[config.mk]
export PLATFORM = sky130hd
export DESIGN_NAME = sasc_ctrl
export DESIGN_NICKNAME = d
export VERILOG_FILES = /design/src/sasc_pkg.sv /design/src/sasc_ctrl.sv
export SDC_FILE = /design/constraint.sdc
export NUM_CORES = 1
export LEC_CHECK = 0
export ABC_AREA = 1
export BUFFER_PORTS_ARGS = -buffer_cell sky130_fd_sc_hd__clkbuf_2
export CAP_MARGIN = 20
export CORE_AREA = 10 10 47 49
export CTS_CLUSTER_DIAMETER = 80
export CTS_CLUSTER_SIZE = 30
export DETAILED_ROUTE_END_ITERATION = 6
export DIE_AREA = 0 0 57 59
export PLACE_DENSITY_LB_ADDON = 0.2
export SLEW_MARGIN = 20
export SYNTH_ARGS = -nofsm -noshare
export SYNTH_HDL_FRONTEND = slang
export SYNTH_SLANG_ARGS = --single-unit
[constraint.sdc]
create_clock -name clk -period 2.95 [get_ports clk]
set_input_delay 0.295 -clock clk [delete_from_list [all_inputs] [get_ports clk]]
set_output_delay 0.295 -clock clk [all_outputs]
set_load 0.03 [all_outputs]
[src/sasc_pkg.sv]
// Package with types, codes and helpers shared by the score cache modules.
`timescale 1ns / 1ps
package sasc_pkg;

  localparam int KEY_W = 64;
  localparam int TAG_W = 16;
  localparam int TAG_SHIFT = 48;
  localparam int CFG_W = 17;
  localparam int CFG_ADDR_W = 2;

  localparam int DEFAULT_WAYS = 4;
  localparam int DEFAULT_MAX_BUCKETS = 65536;

  localparam logic [1:0] KIND_PROBE = 2'd0;
  localparam logic [1:0] KIND_STORE = 2'd1;
  localparam logic [1:0] KIND_MOVE = 2'd2;
  localparam logic [1:0] KIND_CLEAR = 2'd3;

  localparam logic [1:0] BND_LOWER = 2'd1;
  localparam logic [1:0] BND_UPPER = 2'd2;
  localparam logic [1:0] BND_EXACT = 2'd3;

  localparam logic [CFG_ADDR_W-1:0] CFG_BUCKET_COUNT = 2'd0;
  localparam logic [CFG_ADDR_W-1:0] CFG_GENERATION = 2'd1;
  localparam logic [CFG_ADDR_W-1:0] CFG_MATE_SCORE = 2'd2;
  localparam logic [CFG_ADDR_W-1:0] CFG_MAX_PLY = 2'd3;

  localparam logic [16:0] RST_BUCKET_COUNT = 17'd0;
  localparam logic [7:0] RST_GENERATION = 8'd0;
  localparam logic [14:0] RST_MATE_SCORE = 15'd32000;
  localparam logic [7:0] RST_MAX_PLY = 8'd128;

  typedef struct packed {
    logic [1:0] kind;
    logic [63:0] key;
    logic signed [7:0] req_depth;
    logic signed [15:0] alpha;
    logic signed [15:0] beta;
    logic [7:0] ply;
    logic signed [15:0] new_score;
    logic [1:0] new_bound;
    logic [15:0] new_move;
  } in_word_t;

  typedef struct packed {
    logic hit;
    logic [15:0] hit_tag;
    logic signed [7:0] hit_depth;
    logic signed [15:0] hit_score;
    logic [1:0] hit_bound;
    logic [15:0] hit_move;
    logic [7:0] hit_age;
  } out_word_t;

  typedef struct packed {
    logic [15:0] tag;
    logic signed [7:0] depth;
    logic signed [15:0] score;
    logic [1:0] bound;
    logic [7:0] age;
    logic [15:0] move;
  } entry_t;

  typedef struct packed {
    logic load_item;
    logic div_start;
    logic mem_read;
    logic scan_init;
    logic scan_step;
    logic mem_write;
    logic sweep_en;
    logic out_load;
  } cmd_t;

  typedef struct packed {
    logic div_done;
    logic scan_stop;
    logic sweep_last;
    logic n_zero;
    logic [1:0] kind;
  } status_t;

  // Mate scores move away from or toward zero by the ply distance.
  function automatic logic signed [17:0] shift_mate(input logic signed [15:0] s,
      input logic [7:0] ply, input logic [14:0] mate, input logic [7:0] mply,
      input logic storing);
    logic signed [17:0] hi;
    logic signed [17:0] lo;
    logic signed [17:0] se;
    logic signed [17:0] pe;
    hi = $signed({3'b000, mate}) - $signed({10'd0, mply});
    lo = -hi;
    se = {{2{s[15]}}, s};
    pe = $signed({10'd0, ply});
    if (se >= hi) begin
      return storing ? se + pe : se - pe;
    end else if (se <= lo) begin
      return storing ? se - pe : se + pe;
    end
    return se;
  endfunction

endpackage

[src/sasc_ctrl.sv]
// Controller state machine that sequences clearing, remainder, read, scan and write.
`timescale 1ns / 1ps
module sasc_ctrl import sasc_pkg::*; (
  input  logic       clk,
  input  logic       rst_n,
  input  logic       in_valid,
  input  logic [1:0] in_kind,
  output logic       in_ready,
  output logic       out_valid,
  input  logic       out_ready,
  input  status_t    st,
  output cmd_t       cmd
);

  localparam logic [2:0] S_CLR = 3'd0;
  localparam logic [2:0] S_IDLE = 3'd1;
  localparam logic [2:0] S_DIV = 3'd2;
  localparam logic [2:0] S_READ = 3'd3;
  localparam logic [2:0] S_SCAN = 3'd4;
  localparam logic [2:0] S_WRITE = 3'd5;
  localparam logic [2:0] S_SWP = 3'd6;
  localparam logic [2:0] S_FIN = 3'd7;

  logic [2:0] state_r;
  logic [2:0] state_nxt;
  logic       out_valid_r;
  logic       out_valid_nxt;
  logic       accept;

  assign in_ready = (state_r == S_IDLE);
  assign accept = in_valid && in_ready;

  always_comb begin
    cmd = '0;
    state_nxt = state_r;
    unique case (state_r)
      S_CLR: begin
        cmd.sweep_en = 1'b1;
        if (st.sweep_last) state_nxt = S_IDLE;
      end
      S_IDLE: begin
        if (accept) begin
          cmd.load_item = 1'b1;
          if (in_kind == KIND_CLEAR) begin
            state_nxt = S_SWP;
          end else if (st.n_zero) begin
            state_nxt = S_FIN;
          end else begin
            cmd.div_start = 1'b1;
            state_nxt = S_DIV;
          end
        end
      end
      S_DIV: begin
        if (st.div_done) state_nxt = S_READ;
      end
      S_READ: begin
        cmd.mem_read = 1'b1;
        cmd.scan_init = 1'b1;
        state_nxt = S_SCAN;
      end
      S_SCAN: begin
        cmd.scan_step = 1'b1;
        if (st.scan_stop) state_nxt = (st.kind == KIND_STORE) ? S_WRITE : S_FIN;
      end
      S_WRITE: begin
        cmd.mem_write = 1'b1;
        state_nxt = S_FIN;
      end
      S_SWP: begin
        cmd.sweep_en = 1'b1;
        if (st.sweep_last) state_nxt = S_FIN;
      end
      S_FIN: begin
        if (!out_valid_r || out_ready) begin
          cmd.out_load = 1'b1;
          state_nxt = S_IDLE;
        end
      end
      default: state_nxt = S_IDLE;
    endcase
  end

  always_comb begin
    out_valid_nxt = out_valid_r;
    if (cmd.out_load) begin
      out_valid_nxt = 1'b1;
    end else if (out_ready) begin
      out_valid_nxt = 1'b0;
    end
  end

  always_ff @(posedge clk) begin
    if (!rst_n) begin
      state_r <= S_CLR;
      out_valid_r <= 1'b0;
    end else begin
      state_r <= state_nxt;
      out_valid_r <= out_valid_nxt;
    end
  end

  assign out_valid = out_valid_r;

endmodule

==> flow_metrics.tcl, run 1 <==
set metrics [dict create \
    vias_per_cell 4.40 \
    grtUsageMet3 0.0300 \
    start_kind "register" \
    antenna_found_initial 0 \
    ys_seq_elements 4 \
    synth_edf_count 0 \
    p_leak_nw 0.332 \
    tightest_slew_ns 0.431 \
    grt_pass1_vias 489 \
    gp_congestion 0.798 \
    numCtsBuffers 3 \
    grt.busiest_layer "met2" \
    fill_cells 170 \
    grt_pass1_wl_mm 1.95 \
    wl_per_cell_um 9.98 \
    final_max_slew_viol_count 0 \
    port-buffer-count 21 \
    synth_compound_area_frac 0.0641 \
    async_flop_share 0 \
    clk_pin_slew_ns 0.04 \
    synth_top_family_by_area "simple AND/OR/NAND/NOR gates" \
    maxCapViolations 0 \
    dieWidth_um 57 \
    ant_nets 0 \
    wirelength_mm 1.09 \
    peakVddDrop_mv 0.308 \
    cts_setup_buffers 0 \
    switchingPower_mw 0.304 \
    worst-setup-path-type "register to output pin" \
    p_int_mw 0.235 \
    drc 0 \
    worstPathMaxFanout 9 \
    clock_latency_ns 0.23 \
    fin_crit_ns 1.75 \
    setup.worst_path.end_class "output pin" \
    seqPwrFrac 0.235 \
    use_met2 0.104 \
    synthToLayoutAreaGrowth_pct 22.0 \
    synth_seq_area_share 0.178 \
    track_usage 0.0666 \
    htreeDepth 1 \
    swShare 0.564 \
    synth_fa_ha_area_frac 0 \
    met1_usage 0.0798 \
    drt-pass1-iter-count 3 \
    synthesis.area_um2 449 \
    grt_max_degree 10 \
    fmax_mhz 570 \
    dr_total_vias 480 \
    hp-class "input port to register" \
    clock-root-buffer "clkbuf_4" \
    cts.sinks 4 \
    nets 107 \
    required_ns 2.65 \
    synth_mux_area_frac 0 \
    synth_ff_type "dfxtp_1" \
    synth-simple-area-share 0.535 \
    yosysTopAreaCellShare 0.178 \
    cts-resized-gates 0 \
    rsz0062_at_grt "no" \
    drtIter0Drc 10 \
    synth_xor_area_frac 0 \
    start_util 0.321 \
    ys_types 21 \
    io-pin-count 22 \
    rows 14 \
    ys_top_cells_by_area "dfxtp_1, nand2_1, nor2_1, buf_6, nor2_2" \
    syn_avg_cell_area_um2 6.07 \
    outcome "completed" \
    relSlewSlack 0.713 \
    tritoncts "yes" \
    overflow 0 \
    powerDensity_nw_per_um2 982 \
    pwr-share-comb 0.642 \
    hold_viol 0 \
    dp_hpwl_um 958 \
    yosysTopAreaCell "dfxtp_1" \
    fp.dieH_um 59 \
    clock_path_buffers 2 \
    utilization 0.391 \
    arrival_ns 1.46 \
    die-area_um2 3360 \
    core_area_um2 1400 \
    synth_cells 74 \
    postCtsHoldBufs 0 \
    fin_crit_sh 0.594 \
    fin_setup_tns_ns 0 \
    syn_nets 86 \
    skew_ns 0.00347 \
    p_clk_frac 0.123 \
    drive_gt1_frac 0.398 \
    yosysWarningCount 0 \
    setup_viol 0 \
    antenna_cells 0 \
    p_total_mw 0.538 \
]
[metal layers]
metal  share of wire  wire [µm]  up-vias
li1                -          -      265
met1            0.50        539      198
met2            0.41        447       17
met3           0.092        100        0
met4               0          0        0
met5               0          0        -
[worst paths after layout]
kind | from | end | slack (ns) | cells past startpoint
worst min register to register | out_valid | out_valid | 0.54 | 2
worst max-delay path | state_r[0] | cmd[6] | 1.20 | 4
worst min-delay path | rst_n | state_r[1] | 0.33 | 3
worst max register to register | state_r[1] | state_r[0] | 1.61 | 7
[power groups by stage]
stage          Sequential [mW]  Combinational [mW]  Clock [mW]
6_report                 0.127               0.346      0.0660
3_5_place_dp             0.128               0.349           0
2_1_floorplan           0.0817               0.354           0
4_1_cts                  0.127               0.351      0.0704
3_3_place_gp             0.125               0.351           0
5_1_grt                  0.135               0.387      0.0748
[state kept, by name (all words and copies together) (netlist names)]
| register | cells |
|---|---|
| out_valid | 1 |
| state_r | 3 |
[cells in the mapped netlist, types with 2 or more instances]
cell type / count
buf_4: 2
dfxtp_1: 4
nand3_1: 6
a21oi_1: 2
inv_1: 8
nand2_2: 2
inv_4: 2
nand2_1: 15
buf_6: 3
nor2_2: 5
nor2_1: 15
[per-stage QoR]
step,std cells,area (µm²),hold WS [ns],setup WS [ns]
finish,109,548,0.326,1.20
global route,109,548,0.333,1.02
CTS,109,548,0.319,1.17
detailed placement,106,526,0.552,1.42
global placement,106,526,0.514,1.47
floorplan,74,449,0.430,0.960
[worst max-delay path: stages (launching register included)]
cell and delay, ns:
dfxtp_1 0.52, nand2_1 0.14, nor3_1 0.19, and3_1 0.18, clkbuf_2 0.20
[placed cells by master, fill, tap and decap left out, drive strengths merged]
cell type | Yosys | final
a21oi | 2 | 2
nand4 | 1 | 1
nand2 | 18 | 18
clkbuf | 0 | 24
nand3 | 6 | 6
a21boi | 1 | 1
dfxtp | 4 | 4
o21ai | 1 | 1
nor2 | 21 | 21
a31oi | 1 | 1
and3 | 1 | 1
inv | 11 | 11
nand3b | 1 | 1
nor3 | 1 | 1
[cell type report]
| class | instances | area [µm²] | area share |
|---|---|---|---|
| Inverter | 11 | 51.3 | 0.0936 |
| Clock buffer | 3 | 22.5 | 0.0411 |
| Sequential cell | 4 | 80.1 | 0.146 |
| Multi-Input combinational cell | 54 | 269 | 0.491 |
| Timing Repair Buffer | 21 | 105 | 0.192 |
| Tap cell | 16 | 20.0 | 0.0365 |
[kinds of logic after synthesis]
kind of cell | Yosys count
compound gates | 5
buf+inv | 16
flops | 4
simple gates | 49
Note: power is estimated with default switching activity, not from simulation.
==> inputs of run 2 (changes only) <==
--- a/config.mk
+++ b/config.mk
@@ -5,7 +5,7 @@
 export SDC_FILE = /design/constraint.sdc
 export NUM_CORES = 1
 export LEC_CHECK = 0
-export ABC_AREA = 1
+export ABC_AREA = 0
 export BUFFER_PORTS_ARGS = -buffer_cell sky130_fd_sc_hd__clkbuf_2
 export CAP_MARGIN = 20
 export CORE_AREA = 10 10 47 49
==> constraint.sdc (replaced) <==
create_clock -name clk -period 1.8 [get_ports clk]
set_input_delay 0.18 -clock clk [delete_from_list [all_inputs] [get_ports clk]]
set_output_delay 0.18 -clock clk [all_outputs]
set_load 0.03 [all_outputs]
==> flow_metrics.tcl, run 2 <==
set metrics [dict create \
    synth_seq_area_share 0.236 \
    grt_max_degree 13 \
    synthToLayoutAreaGrowth_pct 35.4 \
    utilization 0.328 \
    worstPathMaxFanout 12 \
    drc 0 \
    mostFrequentLayoutCell "clkbuf_2" \
    largest_register_ffs 3 \
    rows 14 \
    slowest_stage "dfxtp_1" \
    port-buffer-count 21 \
    numCtsBuffers 3 \
    cts_setup_buffers 0 \
    fmax_mhz 626 \
    overflow 0 \
    track_usage 0.0545 \
    antenna_found_initial 0 \
    hp-class "input port to register" \
    cts-resized-gates 0 \
    clock-root-buffer "clkbuf_4" \
    fin_crit_sh 0.888 \
    p_total_mw 0.358 \
    p_leak_nw 0.231 \
    yosysWarningCount 0 \
    start_kind "register" \
    wl_per_cell_um 11.7 \
    maxCapViolations 0 \
    nets 77 \
    clock_path_buffers 2 \
    final_cell_mix "clkbuf_2, nor2_1, nor2b_1, dfxtp_1" \
    core_area_um2 1400 \
    setup_viol 0 \
    htreeDepth 1 \
    yosysTopAreaCell "dfxtp_1" \
    fp.dieH_um 59 \
    antenna_cells 0 \
    setup.worst_path.end_class "output pin" \
    dr_total_vias 362 \
    worst-setup-path-type "register to output pin" \
    synth_edf_count 0 \
    powerDensity_nw_per_um2 779 \
    vias_per_cell 4.58 \
    drive_gt1_frac 0.429 \
    cts.sinks 4 \
    async_flop_share 0 \
    ys_top_cells_by_area "dfxtp_1, nor2b_1, mux2i_1, buf_4, nor2_1" \
    fill_cells 169 \
    fin_crit_ns 1.60 \
    min_path_cells 2 \
    synth_commonest_cells "nor2_1, nor2b_1, dfxtp_1" \
    relSlewSlack 0.687 \
    tightest_slew_ns 0.469 \
    dp_slack_ns 0.337 \
    synth_ff_type "dfxtp_1" \
    synthesis.area_um2 339 \
    final_max_slew_viol_count 0 \
    wirelength_um 924 \
    cp_num_buf_inv 2 \
    dieWidth_um 57 \
    clk_pin_slew_ns 0.04 \
    outcome "completed" \
    yosysMostFrequentCell "nor2_1" \
    start_util 0.242 \
    reg2regPathDepth 3 \
    grt_pass1_wl_mm 1.48 \
    regMostFlops "state_r" \
    synth_cells 44 \
    critPathTopFamily "flip-flops" \
    critical_path_depth 3 \
    ys_types 22 \
    drt-pass1-iter-count 4 \
    crit_chain "inv_1 -> nor2_1 -> clkbuf_2" \
    peakVddDrop_mv 0.328 \
    slowest_delay_ns 0.60 \
    clock_latency_ns 0.24 \
    ys_seq_elements 4 \
    grt_pass1_vias 358 \
    syn_nets 56 \
    gp_congestion 0.676 \
    die-area_um2 3360 \
    drtIter0Drc 4 \
    tritoncts "yes" \
    fin_ws_ns 0.202 \
    hold_viol 0 \
    rsz0062_at_grt "no" \
    syn_avg_cell_area_um2 7.71 \
    fin_setup_tns_ns 0 \
    arrival_ns 1.42 \
    postCtsHoldBufs 0 \
    io-pin-count 22 \
    required_ns 1.62 \
    ant_nets 0 \
    skew_ns 0.00598 \
    yosysTopAreaCellShare 0.236 \
    dp_hpwl_um 776 \
]
[run 2: cell types whose count changed after synthesis, sizes merged, moves of 2 or more]
cell   change
nand3      -5
nand2     -17
nor2      -14
nor3b      +2
inv        -9
nor2b      +5
o21ai      +2
mux2i      +3
[run 2: final cells by class]
type	count	area (µm²)	share of cell area
tap	16	20.0	0.0436
timing repair buffer	21	105	0.229
sequential	4	80.1	0.174
multi-input combinational	33	224	0.488
clock buffer	3	22.5	0.0490
inverter	2	7.51	0.0163
[run 2: cell families (layout without fill, tap and decap cells)]
group,Yosys count,after routing,share of synthesized area
and+or+nand+nor,21,21,0.354
AOI/OAI and AO/OA,8,8,0.177
buffers and inverters,7,26,0.118
DFF,4,4,0.236
muxes,3,3,0.0886
xor gates and xnor gates,1,1,0.0258
[run 2: final timing paths]
| path | startpoint | endpoint | slack, ns |
|---|---|---|---|
| worst min register to register | out_valid | out_valid | 0.67 |
| worst min-delay path | rst_n | state_r[1] | 0.20 |
| worst max register to register | state_r[1] | state_r[1] | 0.33 |
| worst max-delay path | state_r[1] | cmd[4] | 0.20 |
[run 2: stage by stage]
| step | hold slack, ns | cells | cell area [µm²] |
|---|---|---|---|
| after floorplan | 0.308 | 44 | 344 |
| after global placement | 0.446 | 76 | 437 |
| after detailed placement | 0.451 | 76 | 437 |
| after CTS | 0.196 | 79 | 459 |
| after global routing | 0.203 | 79 | 459 |
| final | 0.201 | 79 | 459 |
[run 2: routing by layer]
metal,wire (µm),global-route usage,vias up
li1,-,-,189
met5,0,0,-
met2,438,0.0853,15
met3,107,0.0451,0
met1,378,0.0524,158
met4,0,0.0201,0
[run 2: power breakdown]
group	switching, mW	leakage [nW]	internal [mW]
Clock	0.0389	0.0138	0.0747
Sequential	0.0245	0.0328	0.0971
Combinational	0.0710	0.184	0.0516
Total	0.134	0.231	0.223
